==> src/sv/tes_pkg.sv <==
// shared types, constants and helpers for the terminal escape sanitizer
`timescale 1ns / 1ps
`default_nettype none

package tes_pkg;

    localparam int MAX_ESC_SEQ = 32;
    localparam int SEQ_AW      = $clog2(MAX_ESC_SEQ);
    localparam int SEQ_CW      = $clog2(MAX_ESC_SEQ + 1);

    localparam logic [7:0] CH_BEL     = 8'h07;
    localparam logic [7:0] CH_BS      = 8'h08;
    localparam logic [7:0] CH_TAB     = 8'h09;
    localparam logic [7:0] CH_LF      = 8'h0a;
    localparam logic [7:0] CH_ESC     = 8'h1b;
    localparam logic [7:0] CH_SPACE   = 8'h20;
    localparam logic [7:0] CH_DEL     = 8'h7f;
    localparam logic [7:0] CH_LBRACK  = 8'h5b;
    localparam logic [7:0] CH_RBRACK  = 8'h5d;
    localparam logic [7:0] CH_UPPER_P = 8'h50;
    localparam logic [7:0] CH_UPPER_X = 8'h58;
    localparam logic [7:0] CH_CARET   = 8'h5e;
    localparam logic [7:0] CH_USCORE  = 8'h5f;
    localparam logic [7:0] CH_BSLASH  = 8'h5c;
    localparam logic [7:0] CH_LOWER_M = 8'h6d;
    localparam logic [7:0] CH_LOWER_A = 8'h61;
    localparam logic [7:0] CH_LOWER_B = 8'h62;
    localparam logic [7:0] CH_LOWER_X = 8'h78;
    localparam logic [7:0] CSI_FINAL_LO = 8'h40;
    localparam logic [7:0] CSI_FINAL_HI = 8'h7e;
    localparam logic [7:0] UTF8_LEAD_LO = 8'hc2;
    localparam logic [7:0] UTF8_LEAD_3  = 8'he0;
    localparam logic [7:0] UTF8_LEAD_4  = 8'hf0;
    localparam logic [7:0] UTF8_LEAD_HI = 8'hf4;

    localparam logic [SEQ_CW-1:0] LEN_ONE   = SEQ_CW'(1);
    localparam logic [SEQ_CW-1:0] LEN_SHORT = SEQ_CW'(2);
    localparam logic [SEQ_CW-1:0] LEN_HEX   = SEQ_CW'(4);

    typedef enum logic [2:0] {
        M_GROUND,
        M_ESC,
        M_CSI,
        M_STR,
        M_STR_ESC,
        M_UTF8
    } mode_t;

    typedef enum logic [1:0] {
        B_LIT,
        B_VIS,
        B_UTF8,
        B_CSI
    } burst_kind_t;

    typedef enum logic {
        E_IDLE,
        E_EMIT
    } emit_state_t;

    // what one input byte asks the emitter to send; len zero means nothing
    typedef struct packed {
        burst_kind_t         kind;
        logic [SEQ_CW-1:0]   len;
        logic [7:0]          val;
    } burst_t;

    typedef struct packed {
        logic                en;
        logic [SEQ_AW-1:0]   addr;
        logic [7:0]          data;
    } seq_wr_t;

    typedef struct packed {
        mode_t               mode;
        logic [SEQ_CW-1:0]   count;
        logic [1:0]          needed;
    } parse_status_t;

    function automatic logic [7:0] hex_digit(input logic [3:0] n);
        logic [7:0] wide;
        wide = {4'h0, n};
        if (n < 4'd10)
            hex_digit = 8'h30 + wide;
        else
            hex_digit = 8'h57 + wide;
    endfunction

endpackage

`default_nettype wire

==> src/sv/tes_parser.sv <==
// byte parser: escape, csi, control string and utf-8 state, burst selection
`timescale 1ns / 1ps
`default_nettype none

module tes_parser
    import tes_pkg::*;
(
    input  wire logic              clk,
    input  wire logic              rst_n,
    input  wire logic              accept,
    input  wire logic [7:0]        in_byte,
    input  wire logic              end_of_text,
    input  wire logic              color,
    output logic [3:0][7:0]        u8_bytes,
    output burst_t                 burst,
    output seq_wr_t                seq_wr,
    output parse_status_t          status
);

    mode_t                mode_reg, mode_next;
    logic [SEQ_CW-1:0]    cnt_reg, cnt_next;
    logic                 ovf_reg, ovf_next;
    logic [1:0]           need_reg, need_next;
    logic [20:0]          point_reg, point_next;
    logic [3:0][7:0]      u8_reg, u8_next;
    seq_wr_t              wr_raw;

    logic [2:0]           total;
    logic [2:0]           held3;
    logic [20:0]          point_acc;
    logic                 utf8_ok;

    always_comb
    begin
        if (u8_reg[0] >= UTF8_LEAD_4)
            total = 3'd4;
        else if (u8_reg[0] >= UTF8_LEAD_3)
            total = 3'd3;
        else
            total = 3'd2;
        held3     = total - {1'b0, need_reg};
        point_acc = {point_reg[14:0], in_byte[5:0]};
        case (total)
            3'd2:    utf8_ok = point_acc >= 21'h80;
            3'd3:    utf8_ok = point_acc >= 21'h800 &&
                               (point_acc < 21'hd800 || point_acc > 21'hdfff);
            default: utf8_ok = point_acc >= 21'h10000 && point_acc <= 21'h10ffff;
        endcase
    end

    always_comb
    begin
        logic do_ground;
        do_ground  = 1'b0;
        mode_next  = mode_reg;
        cnt_next   = cnt_reg;
        ovf_next   = ovf_reg;
        need_next  = need_reg;
        point_next = point_reg;
        u8_next    = u8_reg;
        wr_raw     = '0;
        burst      = '{kind: B_LIT, len: '0, val: in_byte};

        case (mode_reg)
            M_ESC:
            begin
                if (in_byte == CH_LBRACK)
                begin
                    wr_raw    = '{en: 1'b1, addr: SEQ_AW'(1), data: in_byte};
                    cnt_next  = LEN_SHORT;
                    mode_next = M_CSI;
                end
                else if (in_byte inside {CH_RBRACK, CH_UPPER_P, CH_UPPER_X,
                                         CH_CARET, CH_USCORE})
                begin
                    cnt_next  = '0;
                    mode_next = M_STR;
                end
                else
                begin
                    cnt_next  = '0;
                    mode_next = M_GROUND;
                end
            end
            M_CSI:
            begin
                if (in_byte < CSI_FINAL_LO || in_byte > CSI_FINAL_HI)
                begin
                    if (cnt_reg < SEQ_CW'(MAX_ESC_SEQ))
                    begin
                        wr_raw   = '{en: 1'b1, addr: cnt_reg[SEQ_AW-1:0], data: in_byte};
                        cnt_next = cnt_reg + 1'b1;
                    end
                    else
                        ovf_next = 1'b1;
                end
                else
                begin
                    mode_next = M_GROUND;
                    if (!ovf_reg && cnt_reg < SEQ_CW'(MAX_ESC_SEQ) && color &&
                        in_byte == CH_LOWER_M)
                    begin
                        wr_raw = '{en: 1'b1, addr: cnt_reg[SEQ_AW-1:0], data: in_byte};
                        burst  = '{kind: B_CSI, len: cnt_reg + 1'b1, val: in_byte};
                    end
                    cnt_next = '0;
                    ovf_next = 1'b0;
                end
            end
            M_STR:
            begin
                if (in_byte == CH_BEL)
                    mode_next = M_GROUND;
                else if (in_byte == CH_ESC)
                    mode_next = M_STR_ESC;
            end
            M_STR_ESC:
            begin
                if (in_byte == CH_BSLASH || in_byte == CH_BEL)
                    mode_next = M_GROUND;
                else if (in_byte != CH_ESC)
                    mode_next = M_STR;
            end
            M_UTF8:
            begin
                if (in_byte[7:6] != 2'b10)
                begin
                    // early non-continuation byte: drop the lead, reparse this one
                    mode_next  = M_GROUND;
                    need_next  = '0;
                    point_next = '0;
                    do_ground  = 1'b1;
                end
                else
                begin
                    u8_next[held3[1:0]] = in_byte;
                    point_next = point_acc;
                    need_next  = need_reg - 1'b1;
                    if (need_reg == 2'd1)
                    begin
                        mode_next  = M_GROUND;
                        point_next = '0;
                        if (utf8_ok)
                        begin
                            if (point_acc <= 21'h9f)
                                burst = '{kind: B_VIS, len: LEN_HEX, val: point_acc[7:0]};
                            else
                                burst = '{kind: B_UTF8, len: SEQ_CW'(total), val: in_byte};
                        end
                    end
                end
            end
            default:
            begin
                mode_next = M_GROUND;
                do_ground = 1'b1;
            end
        endcase

        if (do_ground)
        begin
            if (in_byte == CH_ESC)
            begin
                wr_raw    = '{en: 1'b1, addr: '0, data: in_byte};
                cnt_next  = LEN_ONE;
                ovf_next  = 1'b0;
                mode_next = M_ESC;
            end
            else if (in_byte < CH_SPACE || in_byte == CH_DEL)
            begin
                if (in_byte == CH_LF || in_byte == CH_TAB)
                    burst = '{kind: B_LIT, len: LEN_ONE, val: in_byte};
                else if (in_byte == CH_BEL || in_byte == CH_BS)
                    burst = '{kind: B_VIS, len: LEN_SHORT, val: in_byte};
                else
                    burst = '{kind: B_VIS, len: LEN_HEX, val: in_byte};
            end
            else if (in_byte[7])
            begin
                if (in_byte >= UTF8_LEAD_LO && in_byte <= UTF8_LEAD_HI)
                begin
                    u8_next[0] = in_byte;
                    mode_next  = M_UTF8;
                    if (in_byte < UTF8_LEAD_3)
                    begin
                        need_next  = 2'd1;
                        point_next = {16'h0, in_byte[4:0]};
                    end
                    else if (in_byte < UTF8_LEAD_4)
                    begin
                        need_next  = 2'd2;
                        point_next = {17'h0, in_byte[3:0]};
                    end
                    else
                    begin
                        need_next  = 2'd3;
                        point_next = {18'h0, in_byte[2:0]};
                    end
                end
            end
            else
                burst = '{kind: B_LIT, len: LEN_ONE, val: in_byte};
        end

        if (end_of_text)
        begin
            mode_next  = M_GROUND;
            cnt_next   = '0;
            ovf_next   = 1'b0;
            need_next  = '0;
            point_next = '0;
        end
    end

    always_ff @(posedge clk or negedge rst_n)
    begin
        if (!rst_n)
        begin
            mode_reg  <= M_GROUND;
            cnt_reg   <= '0;
            ovf_reg   <= 1'b0;
            need_reg  <= '0;
            point_reg <= '0;
        end
        else if (accept)
        begin
            mode_reg  <= mode_next;
            cnt_reg   <= cnt_next;
            ovf_reg   <= ovf_next;
            need_reg  <= need_next;
            point_reg <= point_next;
        end
    end

    always_ff @(posedge clk)
    begin
        if (accept)
            u8_reg <= u8_next;
    end

    assign seq_wr   = '{en: wr_raw.en & accept, addr: wr_raw.addr, data: wr_raw.data};
    assign u8_bytes = u8_reg;
    assign status   = '{mode: mode_reg, count: cnt_reg, needed: need_reg};

endmodule

`default_nettype wire

==> src/sv/tes_emit.sv <==
// output sequencer: sequence store and one-byte-per-cycle burst emitter, held while the output stalls
`timescale 1ns / 1ps
`default_nettype none

module tes_emit
    import tes_pkg::*;
(
    input  wire logic              clk,
    input  wire logic              rst_n,
    input  wire logic              load,
    input  wire burst_t            burst,
    input  wire seq_wr_t           seq_wr,
    input  wire logic [3:0][7:0]   u8_bytes,
    output logic                   idle,
    output logic                   out_valid,
    input  wire logic              out_ready,
    output logic [7:0]             out_byte,
    output logic                   last_of_run
);

    logic [7:0]           seq_mem [MAX_ESC_SEQ];
    logic [7:0]           rd_data_reg;
    logic [SEQ_AW-1:0]    rd_addr;

    emit_state_t          state_reg, state_next;
    burst_t               desc_reg;
    logic [SEQ_AW-1:0]    idx_reg, idx_next;
    logic                 out_valid_reg;
    logic [7:0]           out_byte_reg;
    logic                 out_last_reg;

    logic                 take;
    logic                 is_last;
    logic [7:0]           cur_byte;

    assign is_last = SEQ_CW'(idx_reg) == SEQ_CW'(desc_reg.len - 1'b1);

    // next state
    always_comb
    begin
        state_next = state_reg;
        case (state_reg)
            E_IDLE:
            begin
                if (load && burst.len != '0)
                    state_next = E_EMIT;
            end
            E_EMIT:
            begin
                if (take && is_last)
                    state_next = E_IDLE;
            end
            default: state_next = E_IDLE;
        endcase
    end

    // sequencer outputs
    always_comb
    begin
        idle = 1'b0;
        take = 1'b0;
        case (state_reg)
            E_IDLE:  idle = 1'b1;
            E_EMIT:  take = !out_valid_reg || out_ready;
            default: idle = 1'b0;
        endcase
    end

    always_comb
    begin
        if (state_reg != E_EMIT)
            idx_next = '0;
        else if (take)
            idx_next = is_last ? '0 : idx_reg + 1'b1;
        else
            idx_next = idx_reg;
    end

    // read one ahead so the stored byte is ready when its turn comes
    assign rd_addr = idx_next;

    always_ff @(posedge clk)
    begin
        if (seq_wr.en)
            seq_mem[seq_wr.addr] <= seq_wr.data;
        rd_data_reg <= seq_mem[rd_addr];
    end

    always_comb
    begin
        case (desc_reg.kind)
            B_LIT:  cur_byte = desc_reg.val;
            B_VIS:
            begin
                case (idx_reg[1:0])
                    2'd0:    cur_byte = CH_BSLASH;
                    2'd1:
                    begin
                        if (desc_reg.val == CH_BEL)
                            cur_byte = CH_LOWER_A;
                        else if (desc_reg.val == CH_BS)
                            cur_byte = CH_LOWER_B;
                        else
                            cur_byte = CH_LOWER_X;
                    end
                    2'd2:    cur_byte = hex_digit(desc_reg.val[7:4]);
                    default: cur_byte = hex_digit(desc_reg.val[3:0]);
                endcase
            end
            B_UTF8: cur_byte = u8_bytes[idx_reg[1:0]];
            default: cur_byte = rd_data_reg;
        endcase
    end

    always_ff @(posedge clk or negedge rst_n)
    begin
        if (!rst_n)
        begin
            state_reg     <= E_IDLE;
            idx_reg       <= '0;
            out_valid_reg <= 1'b0;
        end
        else
        begin
            state_reg <= state_next;
            idx_reg   <= idx_next;
            if (take)
                out_valid_reg <= 1'b1;
            else if (out_ready)
                out_valid_reg <= 1'b0;
        end
    end

    always_ff @(posedge clk)
    begin
        if (load && state_reg == E_IDLE)
            desc_reg <= burst;
        if (take)
        begin
            out_byte_reg <= cur_byte;
            out_last_reg <= is_last;
        end
    end

    assign out_valid   = out_valid_reg;
    assign out_byte    = out_byte_reg;
    assign last_of_run = out_last_reg;

endmodule

`default_nettype wire

==> src/sv/terminal_escape_sanitizer_core.sv <==
// top level of the terminal escape sanitizer
`timescale 1ns / 1ps
`default_nettype none

// Filters a text byte stream for terminal output. One input beat is taken only
// while the output sequencer is idle; a byte that produces output holds the
// input side until the sequencer has sent its last output byte, also while the
// output side stalls. The single output sequencer sends one byte per cycle while
// the output side is ready, from the literal, hex escape, utf-8 buffer or the
// 32-entry sequence store. color_reg resets to 1 and is written by cfg_wr_en /
// cfg_wr_data; the user must write it only while the block is idle, which the
// block itself does not enforce. There is no clearing pass after reset.
module terminal_escape_sanitizer_core
    import tes_pkg::*;
(
    input  wire logic          clk,
    input  wire logic          rst_n,
    input  wire logic          cfg_wr_en,
    input  wire logic          cfg_wr_data,
    input  wire logic          in_valid,
    output logic               in_ready,
    input  wire logic [7:0]    in_byte,
    input  wire logic          end_of_text,
    output logic               out_valid,
    input  wire logic          out_ready,
    output logic [7:0]         out_byte,
    output logic               last_of_run
);

    logic             color_reg;
    logic             accept;
    logic             emit_idle;
    logic [3:0][7:0]  u8_bytes;
    burst_t           burst;
    seq_wr_t          seq_wr;
    parse_status_t    status;

    always_ff @(posedge clk or negedge rst_n)
    begin
        if (!rst_n)
            color_reg <= 1'b1;
        else if (cfg_wr_en)
            color_reg <= cfg_wr_data;
    end

    assign in_ready = emit_idle;
    assign accept   = in_valid && emit_idle;

    tes_parser u_parser (
        .clk         (clk),
        .rst_n       (rst_n),
        .accept      (accept),
        .in_byte     (in_byte),
        .end_of_text (end_of_text),
        .color       (color_reg),
        .u8_bytes    (u8_bytes),
        .burst       (burst),
        .seq_wr      (seq_wr),
        .status      (status)
    );

    tes_emit u_emit (
        .clk         (clk),
        .rst_n       (rst_n),
        .load        (accept),
        .burst       (burst),
        .seq_wr      (seq_wr),
        .u8_bytes    (u8_bytes),
        .idle        (emit_idle),
        .out_valid   (out_valid),
        .out_ready   (out_ready),
        .out_byte    (out_byte),
        .last_of_run (last_of_run)
    );

    // a beat that produces output must close the input side next cycle
    assert property (@(posedge clk) disable iff (!rst_n)
        (accept && burst.len != '0) |=> !in_ready)
        else $error("input taken while a burst is pending");

    // a csi in progress always holds at least the esc and the bracket
    assert property (@(posedge clk) disable iff (!rst_n)
        (status.mode == M_CSI) |-> (status.count >= LEN_SHORT &&
                                    status.count <= SEQ_CW'(MAX_ESC_SEQ)))
        else $error("csi count out of range");

    // utf-8 mode always waits for at least one continuation byte
    assert property (@(posedge clk) disable iff (!rst_n)
        (status.mode == M_UTF8) |-> (status.needed != 2'd0))
        else $error("utf-8 mode with nothing outstanding");

    // the sequence store is only written on an accepted beat
    assert property (@(posedge clk) disable iff (!rst_n)
        seq_wr.en |-> accept)
        else $error("sequence store written without an input beat");

endmodule

`default_nettype wire
==> config.mk <==
export PLATFORM = sky130hd
export DESIGN_NAME = terminal_escape_sanitizer_core
export DESIGN_NICKNAME = d
export VERILOG_FILES = /design/src/sv/tes_pkg.sv /design/src/sv/tes_parser.sv /design/src/sv/tes_emit.sv /design/src/sv/terminal_escape_sanitizer_core.sv
export SDC_FILE = /design/constraint.sdc
export NUM_CORES = 1
export LEC_CHECK = 0
export BUFFER_PORTS_ARGS = -buffer_cell sky130_fd_sc_hd__buf_2
export CAP_MARGIN = 20
export CORE_MARGIN = 2
export CORE_UTILIZATION = 63
export CTS_CLUSTER_SIZE = 20
export DETAILED_ROUTE_END_ITERATION = 7
export HOLD_SLACK_MARGIN = 0.1
export PLACE_DENSITY = 0.8
export SLEW_MARGIN = 5
export SYNTH_ARGS = -nofsm -noshare
export SYNTH_HDL_FRONTEND = slang
export SYNTH_SLANG_ARGS = --single-unit
==> constraint.sdc <==
create_clock -name clk -period 4.2 [get_ports clk]
set_input_delay 0.42 -clock clk [delete_from_list [all_inputs] [get_ports clk]]
set_output_delay 0.42 -clock clk [all_outputs]
set_load 0.01 [all_outputs]
==> reports/metrics.cfg <==
[logic_synthesis]
netlist_top_cells_area=edfxtp_1 60%, nand2_1 7.0%, dfrtp_1 5.4%, nand3_1 2.6%, a21oi_1 2.3%
synthArstFlopShare_pct=9.83
synth_cell_type_count=74
avgSynthCellArea_sq_um=12.0
syn_inst=1313
synth_edf_count=313
synth.largest_area_cell=edfxtp_1
ys_seq_area_share_pct=66.3
ys_ff_latch=356
yosys_warnings=0
yosysMostFrequentCell=edfxtp_1
synth_common_cells=313 x edfxtp_1, 292 x nand2_1, 81 x nand3_1, 73 x a21oi_1, 68 x nor2_1
synth_area_sq_um=15700
mappedNetlistNets=1343
ys.flop_type=edfxtp_1
synth.top_cell.area_share_pct=59.7

[worst_setup_path]
critPathKind=reg -> reg
worstSetupStartpoint=u_emit.desc_reg[8]
critPathTopFamily=simple AND/OR/NAND/NOR gates
critPathSlowestCell=or4_1
r2r_cells=11
r2r-start=u_emit.desc_reg[8]
crit_path_max_incr_delay_ns=0.64
cp_num_cells=11
path_cells=inv_1 > ha_1 > or3b_1 > a211oi_2 > a41oi_1 > nor2_1 > inv_1 > nand3_1 > a2111oi_0 > or4_1 > nor3_1
cp-end-kind=register
worstReg2RegEnd=u_emit.rd_data_reg[5]
crit_buf_inv=2
cp-start-kind=register
arrival_ns=4.17
critPathMaxFanout=8
timing.reg2reg.setup_slack_ns=0.46
critPathCapture=u_emit.rd_data_reg[5]
cpMostUsedCell=inv_1
required_ns=4.63

[cts]
clock_path_buffers=3
cts_tree=built
clock-sinks=356
htreeDepth=2
numCtsBuffers=36
clk_pin_slew_ns=0.06
cts-root-buf=clkbuf_16
insertion_delay_ns=0.53

[min_path]
hold_path_class=in -> reg

[cells_and_area]
largest_reg_flops=256
num_antenna_cells=0
nFillCells=1619
final_cells=1709
layout-drive-gt1-share_pct=12.6
fin_nets=1393
area_growth_pct=11.3

[global_routing]
antenna_found_initial=1
grt_remaining_overflow=0
grt_pass1_vias=10800
grt_first_pass_wirelength_um=60600
track_usage_pct=30.4
grt_max_degree=53

[power_and_ir_drop]
combinationalPowerShare_pct=29.5
clockPowerShare_pct=29.4
vdd_ir_drop_max_mv=0.426
p_leak_nw=6.37
switching_share_pct=33.2
p_seq_share_pct=41.1
p_sw_mw=3.40
power_density_nw_per_um2=585
p_int_mw=6.85

[detailed_routing]
wl_um=39000
dr.pass1.iters=5
drc=0
wl_per_cell_um=22.8
vias=11200
vias_per_cell=6.57
final_antenna_net_count=0
initialDrtViolationCount=1695

[sta]
drv_slew=0
tns_ns=0
max_slew_margin_pct=42.2
rsz0062_at_grt=no
hold_viol_final=0
setup_viol=0
final.min_clock_period_ns=3.74
max_freq_mhz=267
skew_ns=0.0285
fin_crit_sh_pct=89.1
tightest_slew_ns=0.867

[floorplanning]
io_pins=26
die_w_um=162
start_util_pct=64.4
coreArea_sq_um=24500
die_h_um=162
std_cell_rows=57
die-area_sq_um=26300

[run]
maxCapViolCount=0

[placed_design]
dp.cells=1648
numPortBuffers=25
detailed_place_hpwl_um=25100
finalWeightedCongestion=0.906

[outcome]
outcome=complete, no violations

-- layout make-up --
class	count	area [sq um]	area share (%)
Clock buffer	43	937	5.35
Tap cell	324	405	2.31
Timing Repair Buffer	85	603	3.44
Clock inverter	17	155	0.885
Sequential cell	356	10400	59.6
Inverter	24	90.1	0.514
Multi-Input combinational cell	860	4900	27.9
-- repair_timing --
| item | CTS | global route |
|---|---|---|
| setup buffers | 0 | 0 |
| hold endpoints to repair | 34 | 0 |
| hold buffers | 1 | 0 |
| gates resized for setup | 0 | 0 |
-- worst min-delay path by stage --
| stage | to | depth (start not counted) | from | slack (ns) |
|---|---|---|---|---|
| 2_1_floorplan | u_emit.idx_reg[0] | 0 | rst_n | 0.12 |
| 3_3_place_gp | u_parser.point_reg[11] | 1 | u_parser.point_reg[11] | 0.48 |
| 3_5_place_dp | u_parser.point_reg[13] | 1 | u_parser.point_reg[13] | 0.49 |
| 5_1_grt | color_reg | 2 | cfg_wr_data | 0.15 |
| 4_1_cts | color_reg | 2 | cfg_wr_data | 0.13 |
| 6_report | color_reg | 2 | cfg_wr_data | 0.14 |
-- cell usage in the layout, fill, tap and decap left out, types with 13 or more instances in the layout --
cell type and instances:
nand3_1 81, a21oi_1 73, or4_1 13, mux4_2 13, a31oi_1 13, a22o_1 14
ha_1 15, or3_1 13, and3_1 26, nand2b_1 13, edfxtp_1 313, nor2_1 67
buf_4 57, nand2_1 292, nor4_1 23, o21ai_0 30, clkbuf_16 36, nor3_1 18
dfrtp_1 34, buf_2 25, a21o_1 13, inv_1 21
-- power groups by stage --
stage | clock, mW | sequential [mW] | combinational (mW)
global placement | 0 | 4.28 | 2.88
floorplan | 0 | 4.24 | 2.08
CTS | 3.02 | 4.21 | 2.98
global route | 3.15 | 4.23 | 3.30
finish | 3.01 | 4.21 | 3.03
detailed placement | 0 | 4.28 | 2.96
-- routing by layer --
layer  share of wire [%]  up-vias  routed length (um)  track usage (%)
li1                    -     4973                   -                -
met1                  38     5446               14800             42.0
met2                  48      703               18700             49.1
met3                  11       98                4330             7.05
met4                 2.8        2                1090             8.89
met5               0.038        -                  15                0
-- through the flow --
step                power, mW  worst slack (ns)  area, sq um  utilization (%)  hold slack (ns)
global route             10.7             0.256        17500             71.6            0.150
finish                   10.3             0.459        17500             71.6            0.140
CTS                      10.2             0.514        17500             71.6            0.132
floorplan                6.32             0.976        15700                -            0.124
global placement         7.16             0.592        16400             67.1            0.482
detailed placement       7.24             0.510        16400             67.1            0.488
-- logic make-up after synthesis --
family / synth area share (%)
AOI/OAI and AO/OA: 8.96
xor gates and xnor gates: 0.946
adders and majority gates: 1.26
buffers and inverters: 2.68
DFF: 66.3
muxes: 2.35
and+or+nand+nor: 17.5
No activity file was read; power rests on OpenSTA's default activity.
